--- src/wsd_pkg.sv ---
`timescale 1ns / 1ps
// Shared types, codes and helper functions of the websocket frame deframer.
// Used by wsd_front, wsd_queue, wsd_back and websocket_frame_deframer.
package wsd_pkg;

   localparam int WSD_QUEUE_DEPTH = 2;

   localparam logic [3:0] OPC_TEXT  = 4'h1;
   localparam logic [3:0] OPC_CLOSE = 4'h8;
   localparam logic [3:0] OPC_PING  = 4'h9;
   localparam logic [3:0] OPC_PONG  = 4'hA;

   localparam logic [1:0] ACT_NONE  = 2'd0;
   localparam logic [1:0] ACT_TEXT  = 2'd1;
   localparam logic [1:0] ACT_PONG  = 2'd2;
   localparam logic [1:0] ACT_CLOSE = 2'd3;

   localparam logic [6:0] LEN_EXT16 = 7'd126;
   localparam logic [6:0] LEN_EXT64 = 7'd127;

   localparam logic [3:0] CNT_EXT16 = 4'd2;
   localparam logic [3:0] CNT_EXT64 = 4'd8;
   localparam logic [3:0] CNT_KEY   = 4'd4;

   typedef enum logic [2:0] {
      ST_HDR0,
      ST_HDR1,
      ST_EXT,
      ST_KEY,
      ST_DATA
   } wsd_state_type;

   typedef struct packed {
      logic [7:0] data;
      logic [7:0] key;
      logic       byte_valid;
      logic       frame_end;
      logic [3:0] opcode;
      logic       fin;
      logic [1:0] action;
   } wsd_word_type;

   function automatic logic opcode_supported(input logic [3:0] op);
      return (op == OPC_TEXT) || (op == OPC_CLOSE) || (op == OPC_PING) || (op == OPC_PONG);
   endfunction

   function automatic logic [1:0] end_action(input logic [3:0] op, input logic nonempty);
      logic [1:0] act;
      act = ACT_NONE;
      if (op == OPC_CLOSE) begin
         act = ACT_CLOSE;
      end else if (op == OPC_PING) begin
         act = ACT_PONG;
      end else if (op == OPC_TEXT && nonempty) begin
         act = ACT_TEXT;
      end
      return act;
   endfunction

endpackage

--- src/websocket_frame_deframer.sv ---
`timescale 1ns / 1ps
// Websocket frame deframer, top level: header parser, word queue, output stage.
// Depends on wsd_pkg, wsd_front, wsd_queue and wsd_back.
//
// Usage:
//   req_ channel carries one received stream byte per word (req_rx_byte).
//   rsp_ channel carries one result word per payload byte, plus one word with
//   frame_end for a frame that ends in its header (empty payload or unknown
//   opcode). Header, length and key bytes give no word otherwise.
//   A result word goes through the queue and then the output register to rsp_.
//   Throughput: one byte per cycle while req_ready is high; the output stage
//   drains one queue entry per cycle while its register is empty or rsp_ready is high.
//   Stall: while rsp_ready is low the output register holds its word and the
//   queue fills; req_ready drops only when the queue is full.
//   Reset: parser returns to the first header byte, queue and output empty.
//   After a close frame or an unknown opcode, bytes are still taken but
//   dropped until reset.
module websocket_frame_deframer #(
   parameter int QueueDepth = wsd_pkg::WSD_QUEUE_DEPTH
) (
   input  logic       clock,
   input  logic       reset,
   input  logic       req_valid,
   output logic       req_ready,
   input  logic [7:0] req_rx_byte,
   output logic       rsp_valid,
   input  logic       rsp_ready,
   output logic [7:0] rsp_payload_byte,
   output logic       rsp_byte_valid,
   output logic       rsp_frame_end,
   output logic [3:0] rsp_frame_opcode,
   output logic       rsp_final_fragment,
   output logic [1:0] rsp_action
);
   import wsd_pkg::*;

   logic         q_full;
   logic         push;
   wsd_word_type push_word;
   logic         pop;
   logic         head_valid;
   wsd_word_type head_word;

   assign req_ready = !q_full;

   wsd_front u_front (
      .clock     (clock),
      .reset     (reset),
      .take      (req_valid && req_ready),
      .rx_byte   (req_rx_byte),
      .push      (push),
      .push_word (push_word)
   );

   wsd_queue #(
      .Depth (QueueDepth)
   ) u_queue (
      .clock      (clock),
      .reset      (reset),
      .push       (push),
      .push_word  (push_word),
      .full       (q_full),
      .pop        (pop),
      .head_valid (head_valid),
      .head_word  (head_word)
   );

   wsd_back u_back (
      .clock              (clock),
      .reset              (reset),
      .head_valid         (head_valid),
      .head_word          (head_word),
      .pop                (pop),
      .rsp_valid          (rsp_valid),
      .rsp_ready          (rsp_ready),
      .rsp_payload_byte   (rsp_payload_byte),
      .rsp_byte_valid     (rsp_byte_valid),
      .rsp_frame_end      (rsp_frame_end),
      .rsp_frame_opcode   (rsp_frame_opcode),
      .rsp_final_fragment (rsp_final_fragment),
      .rsp_action         (rsp_action)
   );

endmodule

--- src/wsd_front.sv ---
`timescale 1ns / 1ps
// Header parser: takes one byte a cycle while take is high, tracks the frame and pushes result words.
// Depends on wsd_pkg.
module wsd_front (
   input  logic                  clock,
   input  logic                  reset,
   input  logic                  take,
   input  logic [7:0]            rx_byte,
   output logic                  push,
   output wsd_pkg::wsd_word_type push_word
);
   import wsd_pkg::*;

   wsd_state_type state_ff, state_in;
   logic [3:0]    cnt_ff, cnt_in;
   logic          fin_ff, fin_in;
   logic [3:0]    op_ff, op_in;
   logic          masked_ff, masked_in;
   logic [31:0]   key_ff, key_in;
   logic [63:0]   len_ff, len_in;
   logic [1:0]    idx_ff, idx_in;
   logic          stop_ff, stop_in;

   logic        act;
   logic        hdr_done;
   logic        hdr_zero;
   logic        data_end;
   logic [63:0] len_shift;
   logic [3:0]  cnt_dec;
   logic [6:0]  len7;

   assign act       = take && !stop_ff;
   assign len_shift = {len_ff[55:0], rx_byte};
   assign cnt_dec   = cnt_ff - 4'd1;
   assign len7      = rx_byte[6:0];

   always_comb begin
      hdr_done = 1'b0;
      hdr_zero = 1'b0;
      data_end = 1'b0;
      if (act) begin
         case (state_ff)
            ST_HDR1: begin
               if (len7 != LEN_EXT16 && len7 != LEN_EXT64 && !rx_byte[7]) begin
                  hdr_done = 1'b1;
                  hdr_zero = (len7 == 7'd0);
               end
            end
            ST_EXT: begin
               if (cnt_dec == 4'd0 && !masked_ff) begin
                  hdr_done = 1'b1;
                  hdr_zero = (len_shift == 64'd0);
               end
            end
            ST_KEY: begin
               if (cnt_dec == 4'd0) begin
                  hdr_done = 1'b1;
                  hdr_zero = (len_ff == 64'd0);
               end
            end
            ST_DATA: begin
               data_end = (len_ff == 64'd1);
            end
            default: begin
            end
         endcase
      end
   end

   always_comb begin
      state_in = state_ff;
      if (act) begin
         case (state_ff)
            ST_HDR1: begin
               if (len7 == LEN_EXT16 || len7 == LEN_EXT64) begin
                  state_in = ST_EXT;
               end else if (rx_byte[7]) begin
                  state_in = ST_KEY;
               end else begin
                  state_in = ST_HDR0;
               end
            end
            ST_EXT: begin
               if (cnt_dec == 4'd0) begin
                  state_in = masked_ff ? ST_KEY : ST_HDR0;
               end
            end
            ST_KEY: begin
               if (cnt_dec == 4'd0) begin
                  state_in = ST_HDR0;
               end
            end
            ST_DATA: begin
               if (data_end) begin
                  state_in = ST_HDR0;
               end
            end
            default: begin
               state_in = ST_HDR1;
            end
         endcase
         if (hdr_done && !hdr_zero && opcode_supported(op_ff)) begin
            state_in = ST_DATA;
         end
      end
   end

   always_comb begin
      cnt_in    = cnt_ff;
      fin_in    = fin_ff;
      op_in     = op_ff;
      masked_in = masked_ff;
      key_in    = key_ff;
      len_in    = len_ff;
      idx_in    = idx_ff;
      stop_in   = stop_ff;
      if (act) begin
         case (state_ff)
            ST_HDR1: begin
               masked_in = rx_byte[7];
               if (len7 == LEN_EXT16) begin
                  cnt_in = CNT_EXT16;
                  len_in = 64'd0;
               end else if (len7 == LEN_EXT64) begin
                  cnt_in = CNT_EXT64;
                  len_in = 64'd0;
               end else begin
                  len_in = {57'd0, len7};
                  if (rx_byte[7]) begin
                     cnt_in = CNT_KEY;
                  end
               end
            end
            ST_EXT: begin
               len_in = len_shift;
               cnt_in = cnt_dec;
               if (cnt_dec == 4'd0 && masked_ff) begin
                  cnt_in = CNT_KEY;
               end
            end
            ST_KEY: begin
               key_in = {key_ff[23:0], rx_byte};
               cnt_in = cnt_dec;
            end
            ST_DATA: begin
               len_in = len_ff - 64'd1;
               idx_in = idx_ff + 2'd1;
               if (data_end) begin
                  idx_in = 2'd0;
                  if (op_ff == OPC_CLOSE) begin
                     stop_in = 1'b1;
                  end
               end
            end
            default: begin
               fin_in = rx_byte[7];
               op_in  = rx_byte[3:0];
            end
         endcase
         if (hdr_done) begin
            cnt_in = 4'd0;
            idx_in = 2'd0;
            if (!opcode_supported(op_ff) || (hdr_zero && op_ff == OPC_CLOSE)) begin
               stop_in = 1'b1;
            end
         end
      end
   end

   always_comb begin
      push                 = 1'b0;
      push_word.data       = 8'd0;
      push_word.key        = 8'd0;
      push_word.byte_valid = 1'b0;
      push_word.frame_end  = 1'b0;
      push_word.opcode     = op_ff;
      push_word.fin        = fin_ff;
      push_word.action     = ACT_NONE;
      if (act && state_ff == ST_DATA) begin
         push                 = 1'b1;
         push_word.data       = rx_byte;
         push_word.byte_valid = 1'b1;
         push_word.frame_end  = data_end;
         if (masked_ff) begin
            case (idx_ff)
               2'd0:    push_word.key = key_ff[31:24];
               2'd1:    push_word.key = key_ff[23:16];
               2'd2:    push_word.key = key_ff[15:8];
               default: push_word.key = key_ff[7:0];
            endcase
         end
         if (data_end) begin
            push_word.action = end_action(op_ff, 1'b1);
         end
      end else if (hdr_done) begin
         if (!opcode_supported(op_ff)) begin
            push                = 1'b1;
            push_word.frame_end = 1'b1;
            push_word.action    = ACT_CLOSE;
         end else if (hdr_zero) begin
            push                = 1'b1;
            push_word.frame_end = 1'b1;
            push_word.action    = end_action(op_ff, 1'b0);
         end
      end
   end

   always_ff @(posedge clock) begin
      if (reset) begin
         state_ff  <= ST_HDR0;
         cnt_ff    <= 4'd0;
         fin_ff    <= 1'b0;
         op_ff     <= 4'd0;
         masked_ff <= 1'b0;
         key_ff    <= 32'd0;
         len_ff    <= 64'd0;
         idx_ff    <= 2'd0;
         stop_ff   <= 1'b0;
      end else begin
         state_ff  <= state_in;
         cnt_ff    <= cnt_in;
         fin_ff    <= fin_in;
         op_ff     <= op_in;
         masked_ff <= masked_in;
         key_ff    <= key_in;
         len_ff    <= len_in;
         idx_ff    <= idx_in;
         stop_ff   <= stop_in;
      end
   end

endmodule

--- src/wsd_queue.sv ---
`timescale 1ns / 1ps
// Short word queue between the header parser and the output stage.
// Depends on wsd_pkg.
module wsd_queue #(
   parameter int Depth = wsd_pkg::WSD_QUEUE_DEPTH
) (
   input  logic                  clock,
   input  logic                  reset,
   input  logic                  push,
   input  wsd_pkg::wsd_word_type push_word,
   output logic                  full,
   input  logic                  pop,
   output logic                  head_valid,
   output wsd_pkg::wsd_word_type head_word
);
   import wsd_pkg::*;

   localparam int PtrWidth = (Depth > 1) ? $clog2(Depth) : 1;
   localparam int CntWidth = $clog2(Depth + 1);
   localparam logic [PtrWidth-1:0] PtrLast = PtrWidth'(Depth - 1);
   localparam logic [CntWidth-1:0] CntFull = CntWidth'(Depth);

   wsd_word_type          mem [Depth];
   logic [PtrWidth-1:0]   wr_ff, wr_in;
   logic [PtrWidth-1:0]   rd_ff, rd_in;
   logic [CntWidth-1:0]   cnt_ff, cnt_in;
   logic                  do_push;
   logic                  do_pop;

   assign full       = (cnt_ff == CntFull);
   assign head_valid = (cnt_ff != '0);
   assign head_word  = mem[rd_ff];
   assign do_push    = push && !full;
   assign do_pop     = pop && head_valid;

   always_comb begin
      wr_in  = wr_ff;
      rd_in  = rd_ff;
      cnt_in = cnt_ff;
      if (do_push) begin
         wr_in = (wr_ff == PtrLast) ? '0 : wr_ff + PtrWidth'(1);
      end
      if (do_pop) begin
         rd_in = (rd_ff == PtrLast) ? '0 : rd_ff + PtrWidth'(1);
      end
      if (do_push && !do_pop) begin
         cnt_in = cnt_ff + CntWidth'(1);
      end else if (do_pop && !do_push) begin
         cnt_in = cnt_ff - CntWidth'(1);
      end
   end

   always_ff @(posedge clock) begin
      if (do_push) begin
         mem[wr_ff] <= push_word;
      end
   end

   always_ff @(posedge clock) begin
      if (reset) begin
         wr_ff  <= '0;
         rd_ff  <= '0;
         cnt_ff <= '0;
      end else begin
         wr_ff  <= wr_in;
         rd_ff  <= rd_in;
         cnt_ff <= cnt_in;
      end
   end

endmodule

--- src/wsd_back.sv ---
`timescale 1ns / 1ps
// Output stage: unmasks the payload byte and holds the result word for the receiver.
// Depends on wsd_pkg.
module wsd_back (
   input  logic                  clock,
   input  logic                  reset,
   input  logic                  head_valid,
   input  wsd_pkg::wsd_word_type head_word,
   output logic                  pop,
   output logic                  rsp_valid,
   input  logic                  rsp_ready,
   output logic [7:0]            rsp_payload_byte,
   output logic                  rsp_byte_valid,
   output logic                  rsp_frame_end,
   output logic [3:0]            rsp_frame_opcode,
   output logic                  rsp_final_fragment,
   output logic [1:0]            rsp_action
);
   import wsd_pkg::*;

   logic         valid_ff, valid_in;
   wsd_word_type out_ff, out_in;

   assign pop = head_valid && (!valid_ff || rsp_ready);

   always_comb begin
      valid_in = valid_ff;
      out_in   = out_ff;
      if (pop) begin
         valid_in    = 1'b1;
         out_in      = head_word;
         out_in.data = head_word.data ^ head_word.key;
      end else if (rsp_ready) begin
         valid_in = 1'b0;
      end
   end

   always_ff @(posedge clock) begin
      out_ff <= out_in;
      if (reset) begin
         valid_ff <= 1'b0;
      end else begin
         valid_ff <= valid_in;
      end
   end

   assign rsp_valid          = valid_ff;
   assign rsp_payload_byte   = out_ff.data;
   assign rsp_byte_valid     = out_ff.byte_valid;
   assign rsp_frame_end      = out_ff.frame_end;
   assign rsp_frame_opcode   = out_ff.opcode;
   assign rsp_final_fragment = out_ff.fin;
   assign rsp_action         = out_ff.action;

endmodule
--- config.mk ---
export PLATFORM = sky130hd
export DESIGN_NAME = websocket_frame_deframer
export DESIGN_NICKNAME = d
export VERILOG_FILES = /design/src/wsd_pkg.sv /design/src/websocket_frame_deframer.sv /design/src/wsd_front.sv /design/src/wsd_queue.sv /design/src/wsd_back.sv
export SDC_FILE = /design/constraint.sdc
export NUM_CORES = 1
export LEC_CHECK = 0
export ABC_AREA = 1
export BUFFER_PORTS_ARGS = -buffer_cell sky130_fd_sc_hd__buf_4
export CAP_MARGIN = 25
export CORE_MARGIN = 5
export CORE_UTILIZATION = 45
export CTS_BUF_LIST = sky130_fd_sc_hd__clkbuf_16
export DETAILED_ROUTE_END_ITERATION = 10
export PLACE_DENSITY = 0.72
export SYNTH_ARGS = -nofsm -noshare
export SYNTH_HDL_FRONTEND = slang
export SYNTH_SLANG_ARGS = --single-unit
export TNS_END_PERCENT = 20
--- constraint.sdc ---
create_clock -name clock -period 3.05 [get_ports clock]
set_input_delay 0.305 -clock clock [delete_from_list [all_inputs] [get_ports clock]]
set_output_delay 0.305 -clock clock [all_outputs]
set_load 0.05 [all_outputs]
After elaboration in Yosys (flattened, before gate mapping):

Memories as Yosys holds them, arrays and structs flattened. A register that Yosys moved wholly into a read port is not among the register bits.
Index checks and enable logic that the tools add are counted.

* register bits after elaboration: 134
* bits in writable memories: 50
* input port bits: 12
* output and inout port bits: 19
* logic and storage cells: 163
* memories kept: 1

Memories
* u_queue.mem: words 2, width 25, read ports 1, clocked after memory_dff 1, wr ports 1, RTL line wsd_queue.sv:23 `wsd_word_type mem [Depth];`

* add/sub/neg operators: 7
* equal/unequal tests: 20
* multiplexer cells: 65
* bitwise operators: 2
* reductions and logical operators: 49

Operator list (number)
* 64-bit case mux with 3 select lines: 1
* 64-bit zero test: 2
* 64-bit by 1-bit equality test with 1-bit output (second input constant): 1
* 64-bit two-way mux: 1
* 64-bit by 1-bit subtractor with 64-bit output (second input constant): 1
* 2-bit two-way mux: 16
* 1-bit two-way mux: 29
* 8-bit case mux with 3 select lines: 1
* 4-bit two-way mux: 5
* 17-bit two-way mux: 1
* 1-bit logical AND: 15
* 3-bit two-way mux: 5
* 7-bit equality test (second input constant): 2
* 7-bit inequality test (second input constant): 2
* 4-bit equality test (second input constant): 3
* 3-bit case mux with 4 select lines: 1
* 4-bit case mux with 3 select lines: 1
* 2-bit AND reduction: 5
* 1-bit zero test: 9
* 3-bit by 1-bit inequality test with 1-bit output (second input constant): 3
* 8-bit two-way mux: 1
* 2-bit nonzero test: 4
* 8-bit bitwise XOR: 1
* 7-bit zero test: 1
* 22 further kinds: 32

Depth between registers and ports, before layout:

* depth after elaboration: 15
* depth in mapped cells: 19
* mapped depth without buffers: 19

Hierarchy:

From an unflattened synthesis, not the netlist that was laid out.

* cells, all modules: 1272
* area total of the unflattened synthesis: 9915.8 µm²

By module, submodules not included
* wsd_front: times used 1, cells each 1123, area each 7120.6 µm², seq. area each 2242.2 µm²
* wsd_queue: times used 1, cells each 115, area each 2153.3 µm², seq. area each 1601.5 µm²
* wsd_back: times used 1, cells each 31, area each 628.1 µm², seq. area each 530.5 µm²
* websocket_frame_deframer: times used 1, cells each 3, area each 13.8 µm², seq. area each 0.0 µm²

Worst setup path before layout:

Ideal clock, no wire load.

* path type: flip-flop to flip-flop
* from: register u_queue.cnt_ff[0]
* to: memory u_queue.mem[0][0] (netlist bit) (enable)
* arrival time: 2860 ps
* required time: 2635 ps
* slack: -225 ps
* stages on the path, launching flop included: 9
* path buffers: 0
* clock period less this slack: 3275 ps
* path through: dfxtp_1 > inv_2 > nand2_1 > nand3_2 > nor2_2 > nand2_1 > inv_1 > nand2_4 > a21oi_1

* cells in the longest elaborated chain, start to end: 12
* elaborated cells between the ends (all ways): 14
* those cells by class: 1 x eq/ne; 8 x mux; 5 x reduce/logical

Ends and longest elaborated chain
* from (decl): RTL line wsd_queue.sv:26 `logic [CntWidth-1:0] cnt_ff, cnt_in;`
* from (signal assigned): RTL line wsd_queue.sv:67 `cnt_ff <= cnt_in;`
* 2-bit equality test (*): RTL line wsd_queue.sv:30 `assign full = (cnt_ff == CntFull);`
* 1-bit zero test (*): RTL line websocket_frame_deframer.sv:44 `assign req_ready = !q_full;`
* named net req_ready: RTL line websocket_frame_deframer.sv:24 `output logic req_ready,`
* 1-bit logical AND: RTL line websocket_frame_deframer.sv:49 `.take (req_valid && req_ready),`
* 1-bit logical AND: RTL line wsd_front.sv:32 `assign act = take && !stop_ff;`
* 1-bit two-way mux: RTL line wsd_front.sv:41 `if (act) begin`
* 1-bit two-way mux: RTL line wsd_front.sv:200 `end else if (hdr_zero) begin`
* 1-bit two-way mux: RTL line wsd_front.sv:196 `if (!opcode_supported(op_ff)) begin`
* 1-bit two-way mux: RTL line wsd_front.sv:195 `end else if (hdr_done) begin`
* 1-bit two-way mux: RTL line wsd_front.sv:179 `if (act && state_ff == ST_DATA) begin`
* 1-bit logical AND (*): RTL line wsd_queue.sv:33 `assign do_push = push && !full;`
* 1-bit two-way mux (*): RTL line wsd_queue.sv:54 `if (do_push) begin`
* 1-bit two-way mux (implied by the code) (*): RTL line wsd_queue.sv:55 `mem[wr_ff] <= push_word;`
* to (decl): RTL line wsd_queue.sv:23

Mark *: on every way through the listed nets, which the timed path passes. The rest lies on a longest branch.

Worst setup path after layout:

* from: register u_front.cnt_ff[0]
* to: register u_queue.cnt_ff[1]

* cells in the longest elaborated chain, start to end: 14
* elaborated cells between the ends (all ways): 21
* those cells by class: 1 x add/sub; 13 x mux; 7 x reduce/logical

Ends and longest elaborated chain
* from (decl): RTL line wsd_front.sv:15 `logic [3:0] cnt_ff, cnt_in;`
* from (signal assigned): RTL line wsd_front.sv:221 `cnt_ff <= cnt_in;`
* 4-bit by 1-bit subtractor with 4-bit output (*): RTL line wsd_front.sv:34 `assign cnt_dec = cnt_ff - 4'd1;`
* 4-bit zero test (*): RTL line wsd_front.sv:50, wsd_front.sv:56
* 1-bit logical AND: RTL line wsd_front.sv:50 `if (cnt_dec == 4'd0 && !masked_ff) begin`
* 1-bit two-way mux: RTL line wsd_front.sv:50
* 1-bit case mux with 3 select lines: RTL line wsd_front.sv:42 `case (state_ff)`
* 1-bit two-way mux: RTL line wsd_front.sv:41
* 1-bit two-way mux: RTL line wsd_front.sv:200
* 1-bit two-way mux: RTL line wsd_front.sv:196
* 1-bit two-way mux (*): RTL line wsd_front.sv:195
* 1-bit two-way mux (*): RTL line wsd_front.sv:179
* 1-bit logical AND (*): RTL line wsd_queue.sv:33
* named net u_queue.do_push: RTL line wsd_queue.sv:27 `logic do_push;`
* 1-bit zero test: RTL line wsd_queue.sv:48 `end else if (do_pop && !do_push) begin`
* 1-bit logical AND: RTL line wsd_queue.sv:48
* 2-bit nonzero test (no line)

Marks and branches as above.
A chain may end at the register's enable or synchronous reset.

==> impl_metrics.csv <==
group,metric,value,unit
outcome,status,"finished clean",
global_routing,grt_max_degree,61,
synth,async_flop_share,0,%
cts,cts_tree,"yes",
power_and_ir_drop,p_comb_share,43.3,%
worst_hold_path,holdCritPathClass,"in2reg",
timing,hold_viol_final,0,
setup_path,critPathKind,"reg2reg",
synth,synth-xor-area-share,1.98,%
final_layout,syn2layout_area_growth,12.0,%
synth,synth_most_common_cell,"nor2_1",
floorplan,die_h,157,um
setup_path,required,3380,ps
routing,route.detailed.wl_per_inst,16.0,um
synth,ys_types,52,
setup_path,start_kind,"register",
setup_path,end_kind,"register",
place,port-buffer-count,30,
final_layout,layout-drive-gt1-share,13.1,%
floorplan,start_util,46.1,%
timing,finalCriticalPeriod,2510,ps
synth,synth-edff-count,67,
synth,synth_common_cells,"nor2_1, nand2_1, a21oi_1",
global_routing,antenna_found_initial,0,
power_and_ir_drop,powerDensity,927,mW/mm^2
power_and_ir_drop,p_leak,4.72,nW
floorplan,core_area,0.0212,sq mm
cts,cts_setup_buffers,0,
timing,drv_slew,0,
routing,ant_nets,0,
floorplan,io_pins,31,
place,gp_congestion,0.943,
power_and_ir_drop,p_int,5.47,mW
floorplan,row_count,53,
final_layout,antenna_cells,0,
synth,yosys.area.top_type_share,24.2,%
global_routing,grt_pass1_vias,8201,
global_routing,gr-total-overflow,0,
synth,seq_area_frac_synth,44.9,%
floorplan,die_area,0.0247,sq mm
synth,synth_fa_ha_area_share,1.28,%
synth,synth_compound_area_share,18.6,%
cts,postCtsResizedCells,0,
power_and_ir_drop,peakVddDrop,0.000374,V
setup_path,arrival,2840,ps
synth,muxShareOfSynthArea,1.04,%
final_layout,regArea,0.00437,sq mm
timing,rsz0062_at_grt,"no",
synth,ys_ff_latch,185,
synth,postSynthNetCount,1302,
power_and_ir_drop,clkPwrFrac,22.9,%
final_layout,multi_input_area,0.00472,sq mm
synth,synth_top_family_by_area,"simple AND/OR/NAND/NOR gates",
power_and_ir_drop,switchingPower,4.64,mW
cts,numCtsBuffers,17,
power_and_ir_drop,p_sw_share,45.9,%
routing,drt-pass1-iter-count,6,
cts,clock_latency,450,ps
synth,yosys.area.top_type,"dfxtp_1",
flow_run,max_cap_viol_count,0,
floorplan,die_w,157,um
cts,cts_root_buffer,"clkbuf_16",
global_routing,grt_pass1_wl,41200,um
cts,cts_hold_buf,0,
setup_path,cp_max_fo,6,
routing,drt_iter0_drc,671,
place,post-dp-hpwl,17400,um
cts,clock-sinks,185,
timing,tightest_slew,910,ps
synth,syn-cell-area,0.00974,sq mm
place,dpl_worst_slack,548,ps
final_layout,fillers,2007,
timing,final.setup.tns,0,ps
synth,synth_area_per_cell,7.61,sq um
synth,synth-simple-area-share,25.4,%
synth,synthTopCellsByArea,"dfxtp_1, edfxtp_1, nor2_1",
routing,post_drt_via_cell_ratio,5.56,
routing,num_vias,8813,
timing,timing.fmax,399,MHz
cts,cts.clk_slew.worst_paths,80,ps
synth,synthFlopType,"dfxtp_1",
timing,finalCritPeriodShare,82.2,%
power_and_ir_drop,p_seq_share,33.9,%
synth,ys_warn_count,0,
final_layout,fin_nets,1318,
timing,setup_ws,544,ps
synth,synthCells,1280,
cts,htree_levels,4,
routing,wl,25300,um
timing,hold-worst-slack,158,ps
routing,drc_errors,0,
timing,setup_viol,0,
timing,slew-limit-headroom,39.2,%
cts,clockBufferDepth,2,
global_routing,grt_usage,20.7,%
timing,skew,12.5,ps
-- power by group through the flow --
stage	clock (mW)	sequential, mW	combinational [mW]
2_1_floorplan	0	3.74	2.97
3_3_place_gp	0	3.46	4.25
3_5_place_dp	0	3.47	4.30
4_1_cts	2.34	3.42	4.33
5_1_grt	2.45	3.48	4.86
6_report	2.31	3.43	4.38
-- sequential cells by signal (all words and copies together), names as in the netlist, 2 cells and up, named ones only --
register,count
u_front.op_ff,4
u_front.state_ff,3
u_front.cnt_ff,4
u_front.key_ff,32
u_front.len_ff,64
u_back.rsp_action,2
u_queue.cnt_ff,2
u_back.rsp_payload_byte,8
u_queue.mem,50
u_back.rsp_frame_opcode,4
u_front.idx_ff,2
-- logic make-up (layout without fill, tap and decap cells) --
| kind of cell | after synthesis | after routing |
|---|---|---|
| adder cells (fa/ha/maj) | 10 | 10 |
| XOR/XNOR | 22 | 22 |
| multiplexers | 9 | 9 |
| AO/OA/AOI/OAI | 327 | 327 |
| flip-flops | 185 | 185 |
| buffers and inverters | 173 | 202 |
| AND/OR/NAND/NOR | 554 | 554 |
-- path summary, 6_finish.rpt --
check	start	end	slack, ps	cells past startpoint
hold / removal	req_rx_byte[4]	u_front.len_ff[4]$_SDFFE_PP0P_	160	3
setup / recovery	u_front.cnt_ff[0]$_SDFFE_PP0P_	u_queue.cnt_ff[1]$_SDFFE_PP0P_	540	19
setup reg to reg	u_front.cnt_ff[0]$_SDFFE_PP0P_	u_queue.cnt_ff[1]$_SDFFE_PP0P_	540	19
hold reg to reg	u_queue.rd_ff$_SDFFE_PP0P_	register	450	1
-- layout make-up --
type | instances | area share (%)
Clock buffer | 17 | 3.90
Timing Repair Buffer | 49 | 3.49
Multi-Input combinational cell | 922 | 43.3
Clock inverter | 15 | 1.90
Sequential cell | 185 | 40.1
Inverter | 121 | 4.19
Tap cell | 275 | 3.15
-- worst max-delay path: stages (launching register included) --
cell and delay (ps):
dfxtp_1 360, inv_1 90, ha_1 210, nand2_1 70, inv_1 30, nor2_1 120
nor2_1 60, nand2_1 120, nor2_1 70, nor2_1 110, nand2_1 60, nand2_1 90
inv_1 100, nand2_4 120, nand2_1 60, ha_1 320, a21oi_1 110, o21ai_0 110
o21ai_0 150, a21oi_1 50
-- per-stage QoR --
| step | std cells | util [%] | area, sq um | total power, mW |
|---|---|---|---|---|
| 6_report | 1584 | 51.6 | 10900 | 10.1 |
| 5_1_grt | 1584 | 51.6 | 10900 | 10.8 |
| 4_1_cts | 1584 | 51.6 | 10900 | 10.1 |
| 3_5_place_dp | 1552 | 48.6 | 10300 | 7.77 |
| 3_3_place_gp | 1552 | 48.6 | 10300 | 7.70 |
| 2_1_floorplan | 1280 | - | 9750 | 6.71 |
-- per-layer routing --
metal	GRT usage, %	routed length [um]
met5	0	0
met2	32.1	11300
met3	4.29	1770
met1	29.1	11800
met4	6.88	454
-- cell usage in the layout (no fill, tap or decap), types with 17 or more instances in the layout --
| cell | n |
|---|---|
| nor2_1 | 206 |
| nand2_1 | 188 |
| a21oi_1 | 150 |
| o21ai_0 | 120 |
| dfxtp_1 | 118 |
| inv_1 | 104 |
| edfxtp_1 | 67 |
| nand3_1 | 66 |
| buf_4 | 48 |
| clkbuf_16 | 17 |
Note: power is estimated with default switching activity, not from simulation.
